==> config.mk <==
export PLATFORM = sky130hd
export DESIGN_NAME = fastq_record_splitter_unit
export DESIGN_NICKNAME = d
export VERILOG_FILES = /design/src/rtl/core/fqs_pkg.sv /design/src/rtl/core/fqs_front.sv /design/src/rtl/core/fqs_cmd_fifo.sv /design/src/rtl/core/fqs_back.sv /design/src/rtl/core/fastq_record_splitter_unit.sv
export VERILOG_INCLUDE_DIRS = /design/src /design/src/rtl/core
export SDC_FILE = /design/constraint.sdc
export NUM_CORES = 1
export LEC_CHECK = 0
export ABC_AREA = 1
export BUFFER_PORTS_ARGS = -buffer_cell sky130_fd_sc_hd__buf_2
export CAP_MARGIN = 20
export CORE_MARGIN = 10
export CORE_UTILIZATION = 60
export CTS_BUF_LIST = sky130_fd_sc_hd__clkbuf_4
export DETAILED_ROUTE_END_ITERATION = 7
export PLACE_DENSITY = 0.8
export SETUP_SLACK_MARGIN = 0.5
export SLEW_MARGIN = 20
export SYNTH_ARGS = -nofsm -noshare
export SYNTH_HDL_FRONTEND = slang
export SYNTH_SLANG_ARGS = --single-unit
==> constraint.sdc <==
create_clock -name clk_i -period 3.9 [get_ports clk_i]
set_input_delay 0.585 -clock clk_i [delete_from_list [all_inputs] [get_ports clk_i]]
set_output_delay 0.585 -clock clk_i [all_outputs]
set_load 0.005 [all_outputs]
==> src/rtl/core/fastq_record_splitter_unit_defines.svh <==
// ------------------------------------------------------------------------
// fastq record splitter assertion macros
// shared concurrent assertion forms, clocked on clk_i, off during reset
// ------------------------------------------------------------------------
`ifndef FASTQ_RECORD_SPLITTER_UNIT_DEFINES_SVH
`define FASTQ_RECORD_SPLITTER_UNIT_DEFINES_SVH

// property that must hold at every edge out of reset
`define FQS_ASSERT(lbl, prop, msg) \
  lbl: assert property (@(posedge clk_i) disable iff (!rst_ni) (prop)) else $error(msg);

// condition that must be followed by another at the next edge
`define FQS_ASSERT_NEXT(lbl, ante, cons, msg) \
  lbl: assert property (@(posedge clk_i) disable iff (!rst_ni) (ante) |=> (cons)) \
    else $error(msg);

`endif

==> src/rtl/core/fqs_pkg.sv <==
// ------------------------------------------------------------------------
// fqs_pkg
// types and constants shared by the fastq record splitter modules
// ------------------------------------------------------------------------
`default_nettype none

package fqs_pkg;

  // character codes
  localparam logic [7:0] ChAt = 8'h40;
  localparam logic [7:0] ChLf = 8'h0a;
  localparam logic [7:0] ChCr = 8'h0d;

  // field ids
  localparam logic [1:0] FidName   = 2'd0;
  localparam logic [1:0] FidSeq    = 2'd1;
  localparam logic [1:0] FidStrand = 2'd2;
  localparam logic [1:0] FidQual   = 2'd3;

  // flush count width, covers held cr bounds up to 63
  localparam int unsigned CrCntW = 6;

  // depth of the command queue between front and back
  localparam int unsigned CmdFifoDepth = 2;

  typedef enum logic [2:0] {
    PhSkip   = 3'd0,
    PhName   = 3'd1,
    PhSeq    = 3'd2,
    PhStrand = 3'd3,
    PhQstart = 3'd4,
    PhQual   = 3'd5,
    PhDead   = 3'd6
  } phase_e;

  typedef enum logic [2:0] {
    StNone  = 3'd0,
    StOk    = 3'd1,
    StTrunc = 3'd2,
    StNoHdr = 3'd3,
    StCrOvf = 3'd4
  } status_e;

  typedef struct packed {
    logic [7:0] data_byte;
    logic       chunk_last;
  } in_item_t;

  typedef struct packed {
    logic [7:0] out_byte;
    logic       byte_valid;
    logic [1:0] field_id;
    logic       field_end;
    logic [2:0] status;
    logic       last_of_run;
  } out_item_t;

  // work for one input item: held crs, then main result, then chunk-end tail
  typedef struct packed {
    logic [CrCntW-1:0] flush_cnt;
    logic              has_main;
    logic [7:0]        main_byte;
    logic              main_valid;
    logic [1:0]        fid;
    logic              main_fend;
    status_e           main_status;
    logic              has_tail;
    logic [1:0]        tail_fid;
    logic              tail_fend;
    status_e           tail_status;
  } cmd_t;

  function automatic logic [1:0] field_of(phase_e ph);
    logic [1:0] f;
    case (ph)
      PhName:   f = FidName;
      PhSeq:    f = FidSeq;
      PhStrand: f = FidStrand;
      PhQstart: f = FidQual;
      PhQual:   f = FidQual;
      default:  f = FidName;
    endcase
    return f;
  endfunction

endpackage

`default_nettype wire

==> src/rtl/core/fqs_front.sv <==
// ------------------------------------------------------------------------
// fqs_front
// parses the byte stream, keeps phase and held cr count, issues commands
// ------------------------------------------------------------------------
`default_nettype none

module fqs_front #(
  parameter int unsigned MAX_PENDING_CR = 8
) (
  input  wire logic             clk_i,
  input  wire logic             rst_ni,
  input  wire logic             push_i,
  input  wire logic             full_i,
  input  wire fqs_pkg::in_item_t item_i,
  output logic                  cmd_push_o,
  output fqs_pkg::cmd_t         cmd_o
);

  localparam int unsigned HeldW = $clog2(MAX_PENDING_CR + 1);

  fqs_pkg::phase_e  phase_q, phase_d;
  logic [HeldW-1:0] held_q, held_d;
  logic             accept;
  logic [7:0]       b;
  logic [1:0]       fid;
  fqs_pkg::cmd_t    cmd;

  assign accept = push_i && !full_i;
  assign b      = item_i.data_byte;
  assign fid    = fqs_pkg::field_of(phase_q);

  always_comb begin
    phase_d         = phase_q;
    held_d          = held_q;
    cmd             = '0;
    cmd.fid         = fid;
    cmd.main_status = fqs_pkg::StNone;
    cmd.tail_status = fqs_pkg::StNone;
    case (phase_q)
      fqs_pkg::PhSkip: begin
        if (b == fqs_pkg::ChLf || b == fqs_pkg::ChCr) begin
          phase_d = fqs_pkg::PhSkip;
        end else if (b == fqs_pkg::ChAt) begin
          cmd.has_main   = 1'b1;
          cmd.main_byte  = b;
          cmd.main_valid = 1'b1;
          phase_d        = fqs_pkg::PhName;
        end else begin
          cmd.has_main    = 1'b1;
          cmd.main_status = fqs_pkg::StNoHdr;
          phase_d         = fqs_pkg::PhDead;
        end
      end
      fqs_pkg::PhName, fqs_pkg::PhSeq, fqs_pkg::PhStrand, fqs_pkg::PhQual: begin
        if (b == fqs_pkg::ChLf) begin
          held_d        = '0;
          cmd.has_main  = 1'b1;
          cmd.main_fend = 1'b1;
          if (phase_q == fqs_pkg::PhQual) begin
            cmd.main_status = fqs_pkg::StOk;
          end
          case (phase_q)
            fqs_pkg::PhName:   phase_d = fqs_pkg::PhSeq;
            fqs_pkg::PhSeq:    phase_d = fqs_pkg::PhStrand;
            fqs_pkg::PhStrand: phase_d = fqs_pkg::PhQstart;
            default:           phase_d = fqs_pkg::PhSkip;
          endcase
        end else if (b == fqs_pkg::ChCr) begin
          if (held_q < HeldW'(MAX_PENDING_CR)) begin
            held_d = HeldW'(held_q + 1'b1);
          end else begin
            cmd.has_main    = 1'b1;
            cmd.main_status = fqs_pkg::StCrOvf;
          end
        end else begin
          // held crs go out ahead of this byte
          cmd.flush_cnt  = fqs_pkg::CrCntW'(held_q);
          held_d         = '0;
          cmd.has_main   = 1'b1;
          cmd.main_byte  = b;
          cmd.main_valid = 1'b1;
        end
      end
      fqs_pkg::PhQstart: begin
        if (b == fqs_pkg::ChLf) begin
          cmd.has_main    = 1'b1;
          cmd.main_fend   = 1'b1;
          cmd.main_status = fqs_pkg::StOk;
          phase_d         = fqs_pkg::PhSkip;
        end else if (b == fqs_pkg::ChCr) begin
          held_d  = HeldW'(1);
          phase_d = fqs_pkg::PhQual;
        end else begin
          cmd.has_main   = 1'b1;
          cmd.main_byte  = b;
          cmd.main_valid = 1'b1;
          phase_d        = fqs_pkg::PhQual;
        end
      end
      default: begin
        phase_d = phase_q;
      end
    endcase

    if (item_i.chunk_last) begin
      case (phase_d)
        fqs_pkg::PhName, fqs_pkg::PhSeq, fqs_pkg::PhStrand, fqs_pkg::PhQstart: begin
          cmd.has_tail    = 1'b1;
          cmd.tail_fid    = fqs_pkg::field_of(phase_d);
          cmd.tail_status = fqs_pkg::StTrunc;
        end
        fqs_pkg::PhQual: begin
          cmd.has_tail    = 1'b1;
          cmd.tail_fid    = fqs_pkg::FidQual;
          cmd.tail_fend   = 1'b1;
          cmd.tail_status = fqs_pkg::StOk;
        end
        default: begin
          cmd.has_tail = 1'b0;
        end
      endcase
      phase_d = fqs_pkg::PhSkip;
      held_d  = '0;
    end
  end

  always_ff @(posedge clk_i or negedge rst_ni) begin
    if (!rst_ni) begin
      phase_q <= fqs_pkg::PhSkip;
      held_q  <= '0;
    end else if (accept) begin
      phase_q <= phase_d;
      held_q  <= held_d;
    end
  end

  assign cmd_push_o = accept && (cmd.has_main || cmd.has_tail);
  assign cmd_o      = cmd;

endmodule

`default_nettype wire

==> src/rtl/core/fqs_cmd_fifo.sv <==
// ------------------------------------------------------------------------
// fqs_cmd_fifo
// short command queue that decouples the parser from the result sequencer
// ------------------------------------------------------------------------
`default_nettype none

`include "fastq_record_splitter_unit_defines.svh"

module fqs_cmd_fifo (
  input  wire logic          clk_i,
  input  wire logic          rst_ni,
  input  wire logic          wr_i,
  input  wire fqs_pkg::cmd_t wr_data_i,
  output logic               full_o,
  input  wire logic          rd_i,
  output logic               rd_valid_o,
  output fqs_pkg::cmd_t      rd_data_o
);

  localparam int unsigned Depth = fqs_pkg::CmdFifoDepth;
  localparam int unsigned PtrW  = (Depth > 1) ? $clog2(Depth) : 1;
  localparam int unsigned CntW  = $clog2(Depth + 1);

  fqs_pkg::cmd_t   mem_q [Depth];
  logic [PtrW-1:0] wr_ptr_q, wr_ptr_d;
  logic [PtrW-1:0] rd_ptr_q, rd_ptr_d;
  logic [CntW-1:0] cnt_q, cnt_d;
  logic            do_wr, do_rd;

  assign full_o     = (cnt_q == CntW'(Depth));
  assign rd_valid_o = (cnt_q != '0);
  assign rd_data_o  = mem_q[rd_ptr_q];
  assign do_wr      = wr_i && !full_o;
  assign do_rd      = rd_i && rd_valid_o;

  always_comb begin
    wr_ptr_d = wr_ptr_q;
    rd_ptr_d = rd_ptr_q;
    cnt_d    = cnt_q;
    if (do_wr) begin
      wr_ptr_d = (wr_ptr_q == PtrW'(Depth - 1)) ? '0 : PtrW'(wr_ptr_q + 1'b1);
    end
    if (do_rd) begin
      rd_ptr_d = (rd_ptr_q == PtrW'(Depth - 1)) ? '0 : PtrW'(rd_ptr_q + 1'b1);
    end
    if (do_wr && !do_rd) begin
      cnt_d = CntW'(cnt_q + 1'b1);
    end else if (do_rd && !do_wr) begin
      cnt_d = CntW'(cnt_q - 1'b1);
    end
  end

  always_ff @(posedge clk_i or negedge rst_ni) begin
    if (!rst_ni) begin
      wr_ptr_q <= '0;
      rd_ptr_q <= '0;
      cnt_q    <= '0;
    end else begin
      wr_ptr_q <= wr_ptr_d;
      rd_ptr_q <= rd_ptr_d;
      cnt_q    <= cnt_d;
    end
  end

  always_ff @(posedge clk_i) begin
    if (do_wr) begin
      mem_q[wr_ptr_q] <= wr_data_i;
    end
  end

  `FQS_ASSERT(a_cnt_bound, cnt_q <= CntW'(Depth), "command queue count past depth")
  `FQS_ASSERT(a_no_read_empty, !(rd_i && !rd_valid_o), "command queue read while empty")

endmodule

`default_nettype wire

==> src/rtl/core/fqs_back.sv <==
// ------------------------------------------------------------------------
// fqs_back
// plays out one command as a run of result items, one per cycle while pop is high
// ------------------------------------------------------------------------
`default_nettype none

`include "fastq_record_splitter_unit_defines.svh"

module fqs_back (
  input  wire logic           clk_i,
  input  wire logic           rst_ni,
  input  wire logic           cmd_valid_i,
  input  wire fqs_pkg::cmd_t  cmd_i,
  output logic                cmd_pop_o,
  output logic                empty,
  input  wire logic           pop,
  output fqs_pkg::out_item_t  out_item_o
);

  logic          busy_q, busy_d;
  fqs_pkg::cmd_t cmd_q, cmd_d;
  logic          flushing;
  logic          fire, done, load;

  assign flushing = (cmd_q.flush_cnt != '0);

  always_comb begin
    out_item_o = '0;
    if (flushing) begin
      out_item_o.out_byte   = fqs_pkg::ChCr;
      out_item_o.byte_valid = 1'b1;
      out_item_o.field_id   = cmd_q.fid;
      out_item_o.status     = fqs_pkg::StNone;
    end else if (cmd_q.has_main) begin
      out_item_o.out_byte    = cmd_q.main_byte;
      out_item_o.byte_valid  = cmd_q.main_valid;
      out_item_o.field_id    = cmd_q.fid;
      out_item_o.field_end   = cmd_q.main_fend;
      out_item_o.status      = cmd_q.main_status;
      out_item_o.last_of_run = !cmd_q.has_tail;
    end else begin
      out_item_o.field_id    = cmd_q.tail_fid;
      out_item_o.field_end   = cmd_q.tail_fend;
      out_item_o.status      = cmd_q.tail_status;
      out_item_o.last_of_run = 1'b1;
    end
  end

  assign empty     = !busy_q;
  assign fire      = busy_q && pop;
  assign done      = fire && out_item_o.last_of_run;
  assign load      = (!busy_q || done) && cmd_valid_i;
  assign cmd_pop_o = load;

  always_comb begin
    cmd_d  = cmd_q;
    busy_d = busy_q;
    if (load) begin
      cmd_d  = cmd_i;
      busy_d = 1'b1;
    end else if (done) begin
      busy_d = 1'b0;
    end else if (fire) begin
      if (flushing) begin
        cmd_d.flush_cnt = fqs_pkg::CrCntW'(cmd_q.flush_cnt - 1'b1);
      end else begin
        cmd_d.has_main = 1'b0;
      end
    end
  end

  always_ff @(posedge clk_i or negedge rst_ni) begin
    if (!rst_ni) begin
      busy_q <= 1'b0;
    end else begin
      busy_q <= busy_d;
    end
  end

  always_ff @(posedge clk_i) begin
    cmd_q <= cmd_d;
  end

  `FQS_ASSERT(a_flush_has_main, !(busy_q && flushing) || cmd_q.has_main, "cr flush without data")
  `FQS_ASSERT(a_busy_has_work, !busy_q || cmd_q.has_main || cmd_q.has_tail, "command with no results")
  `FQS_ASSERT_NEXT(a_done_idle, done && !cmd_valid_i, empty, "sequencer busy after last result")

endmodule

`default_nettype wire

==> src/rtl/core/fastq_record_splitter_unit.sv <==
// ------------------------------------------------------------------------
// fastq_record_splitter_unit
// splits a chunk of fastq text into tagged name, sequence, strand, quality
// ------------------------------------------------------------------------
// usage
//   input channel: drive in_item_i and raise push; the item is taken on an
//   edge where full is low. chunk_last marks the final byte of a chunk.
//   output channel: while empty is low, out_item_o holds the oldest result;
//   raise pop to take it. last_of_run flags the final result of one byte.
// result path
//   the parser writes a byte's command into the command queue at its push
//   edge; the sequencer then loads it into its command register once free,
//   and the first result of the byte shows on the ports from that register
// throughput
//   the parser takes one byte per cycle while full is low; the result
//   sequencer gives one result per cycle while pop is high, so a byte
//   that flushes n held crs plus a chunk-end marker gives up to n + 2
//   results; bytes that give no result push no command
// reset
//   parser goes back to skipping between records, held cr count clears,
//   command queue and sequencer come up empty
// stalls
//   when pop stays low the two-entry command queue fills and full rises;
//   nothing is dropped
// ------------------------------------------------------------------------
`default_nettype none

module fastq_record_splitter_unit #(
  parameter int unsigned MAX_PENDING_CR = 8
) (
  input  wire logic               clk_i,
  input  wire logic               rst_ni,
  // input channel
  input  wire logic               push,
  output logic                    full,
  input  wire fqs_pkg::in_item_t  in_item_i,
  // result channel
  output logic                    empty,
  input  wire logic               pop,
  output fqs_pkg::out_item_t      out_item_o
);

  // parser to queue
  logic          cmd_push;
  fqs_pkg::cmd_t cmd_wr;
  // queue to sequencer
  logic          cmd_valid;
  logic          cmd_pop;
  fqs_pkg::cmd_t cmd_rd;

  // front: phase tracking, cr holding, one command per result-bearing byte
  fqs_front #(
    .MAX_PENDING_CR(MAX_PENDING_CR)
  ) u_front (
    .clk_i      (clk_i),
    .rst_ni     (rst_ni),
    .push_i     (push),
    .full_i     (full),
    .item_i     (in_item_i),
    .cmd_push_o (cmd_push),
    .cmd_o      (cmd_wr)
  );

  // short queue so parser and sequencer stall on their own
  fqs_cmd_fifo u_fifo (
    .clk_i      (clk_i),
    .rst_ni     (rst_ni),
    .wr_i       (cmd_push),
    .wr_data_i  (cmd_wr),
    .full_o     (full),
    .rd_i       (cmd_pop),
    .rd_valid_o (cmd_valid),
    .rd_data_o  (cmd_rd)
  );

  // back: crs, then the byte or marker, then any chunk-end marker
  fqs_back u_back (
    .clk_i       (clk_i),
    .rst_ni      (rst_ni),
    .cmd_valid_i (cmd_valid),
    .cmd_i       (cmd_rd),
    .cmd_pop_o   (cmd_pop),
    .empty       (empty),
    .pop         (pop),
    .out_item_o  (out_item_o)
  );

endmodule

`default_nettype wire
==> flow_summary.ini <==
[logic_synthesis]
ys_types = 30
syn_area_um2 = 4010
yosys-top-cells-area = edfxtp_1, nand2_1, dfrtp_1, inv_1, nor2_1
yosys.area.top_type = edfxtp_1
synth_edf_count = 77
yosysTopAreaCellShare = 0.577
yosysMostFrequentCell = nand2_1
yosysSeqAreaShare = 0.652
ys.flop_type = edfxtp_1
yosysWarnings = 0
syn_nets = 414
ys_async_sr_fraction = 0.135
syn_avg_cell_area_um2 = 10.1
postSynthCellCount = 398
synth_common_cells = nand2_1, edfxtp_1, inv_1
yosys_register_bits = 89

[drt]
ant_nets = 0
wl_mm = 7.63
drt-pass1-iter-count = 5
num_vias = 2770
drc = 0
drtIter0Drc = 256
viasPerCell = 5.34
wl_per_cell_um = 14.7

[die]
die_x_um = 102
start_util = 0.624
io_pins = 31
fp.dieH_um = 102
core_area_um2 = 6420
row_count = 29
die_area_um2 = 10300

[cts]
worstSkewPairLatency_ps = 430
clock_sinks = 89
cts_buffer_depth = 2
hold_buffers = 0
cts.repair.resized = 0
cts_tree = yes
htreeDepth = 3
cts-root-buf = clkbuf_4
numCtsBuffers = 9
clk_pin_slew_ps = 130
post_cts_buffers = 0

[timing]
fin_skew_ps = 12.9
setup_tns_ps = 0
period_share = 0.750
setup_viol = 0
relSlewSlack = 0.383
min_period_ps = 2920
slew_violations = 0
worst_pin_slew_ps = 925
worst_slack_ps = 976
max_clock_freq_mhz = 342
hold_viol = 0
rsz0062_at_grt = false

[global_routing]
grt_pass1_vias = 2600
use_met1 = 0.199
use_met2 = 0.245
antenna_found_initial = 0
grt_max_degree = 33
grt_pass1_wl_mm = 12.4
grt_usage = 0.156
top_usage_layer = met2
grt.met3_usage = 0.0327
grt_overflow = 0

[worst_setup_path]
crit_fanout = 9
crit_path_cell_trace = inv_1 -> ha_1 -> nand2_1 -> or2_4 -> nor2_8 -> inv_4 -> nor2_1 -> inv_1 -> o21ai_0 -> buf_2
cp.required_ps = 3310
cpPeakStageDelay_ps = 380
crit_path_frequent_cell = inv_1
end_kind = output pin
startpoint_type = register
cpMaxStageDelayCell = edfxtp_1
crit_type = reg -> out
cp.arrival_ps = 2340

[finish]
final_nets = 453
area_delta_synth_final_pct = 11.2
diodes = 0
drive_gt1_frac = 0.143

[power]
p_leak_uw = 0.00197
powerDensity_nw_per_um2 = 774
vdd_drop_max_v = 0.000379

[placement]
dp_slack_ps = 930
place_congestion = 0.952
dpl.hpwl_mm = 5.52
port_buffers = 30

[min_path]
hold_path_class = in -> reg

[run_status]
outcome = completed

[run]
cap_viol_max_count = 0
## final timing paths
| kind | from | to | slack (ps) | depth (start not counted) |
|---|---|---|---|---|
| worst max-delay path | u_back.cmd_q[23] | out_item_o[1] | 980 | 10 |
| max in group asynchronous | rst_ni | u_front.phase_q[0] | 3110 | 2 |
| worst max register to register | u_front.phase_q[1] | u_fifo.cnt_q[1] | 1270 | 15 |
| worst min-delay path | in_item_i[8] | u_fifo.mem_q[0][21] | 480 | 3 |
| worst min register to register | u_fifo.wr_ptr_q | u_fifo.wr_ptr_q | 500 | 2 |
| min in group asynchronous | rst_ni | u_front.held_q[2] | 560 | 2 |
## state kept, by name, summed over array words and instances, names as in the netlist
register / flops
u_fifo.wr_ptr_q: 1
u_front.phase_q: 3
u_back.cmd_q: 27
u_front.held_q: 4
u_fifo.cnt_q: 2
u_back.busy_q: 1
u_fifo.rd_ptr_q: 1
u_fifo.mem_q: 50
## metrics by stage
step / util / total power, uW / hold WS, ps / instance area (um^2) / std cells
floorplan: - / 2480 / 289 / 4010 / 398
global placement: 0.662 / 2750 / 455 / 4250 / 502
detailed placement: 0.662 / 2810 / 473 / 4250 / 502
CTS: 0.692 / 3460 / 1.32 / 4450 / 518
global route: 0.694 / 3700 / 456 / 4460 / 519
finish: 0.694 / 3450 / 482 / 4460 / 519
## per-layer routing
layer  vias to the layer above  wire length [um]  part of all wire
met1                      1265              3360              0.44
met4                         0               151             0.020
met5                         -                 0                 0
met3                        13               479             0.063
li1                       1392                 -                 -
met2                       100              3640              0.48
## critical path: cells and delay by family (launching register included)
family | cells | cell delay [ps]
adders and majority gates | 1 | 190
AOI/OAI and AO/OA | 1 | 160
DFF | 1 | 380
buffers and inverters | 4 | 460
and+or+nand+nor | 4 | 730
## cells in the final DEF (no fill, tap or decap), types with 4 or more instances in the layout
cell type	Yosys	routed
clkbuf_4	0	9
nand3_1	22	22
nor2_1	39	38
inv_1	49	49
dfrtp_1	12	12
buf_4	0	4
nor3_1	6	6
edfxtp_1	77	77
a21oi_1	6	6
nand2_1	133	133
buf_2	0	30
o21ai_0	14	14
## kinds of logic after synthesis
family	count (synthesis)	synth area share
simple gates	208	0.213
flops	89	0.652
buf+inv	58	0.0568
compound gates	34	0.0559
xor+xnor	6	0.0131
fa+ha+maj	3	0.00937
## report_power, final
| group | internal (uW) | total, uW | switching [uW] |
|---|---|---|---|
| clock network | 332 | 646 | 314 |
| registers | 1510 | 1680 | 174 |
| logic | 349 | 1120 | 767 |
## area by class of cell
cell class,count,area (um^2)
sequential,89,2610
fill,461,1970
multi-input combinational,251,1170
inverter,51,194
timing repair buffer,35,190
clock inverter,7,126
tap,77,96.3
clock buffer,9,67.6
No activity file was read; power rests on OpenSTA's default activity.
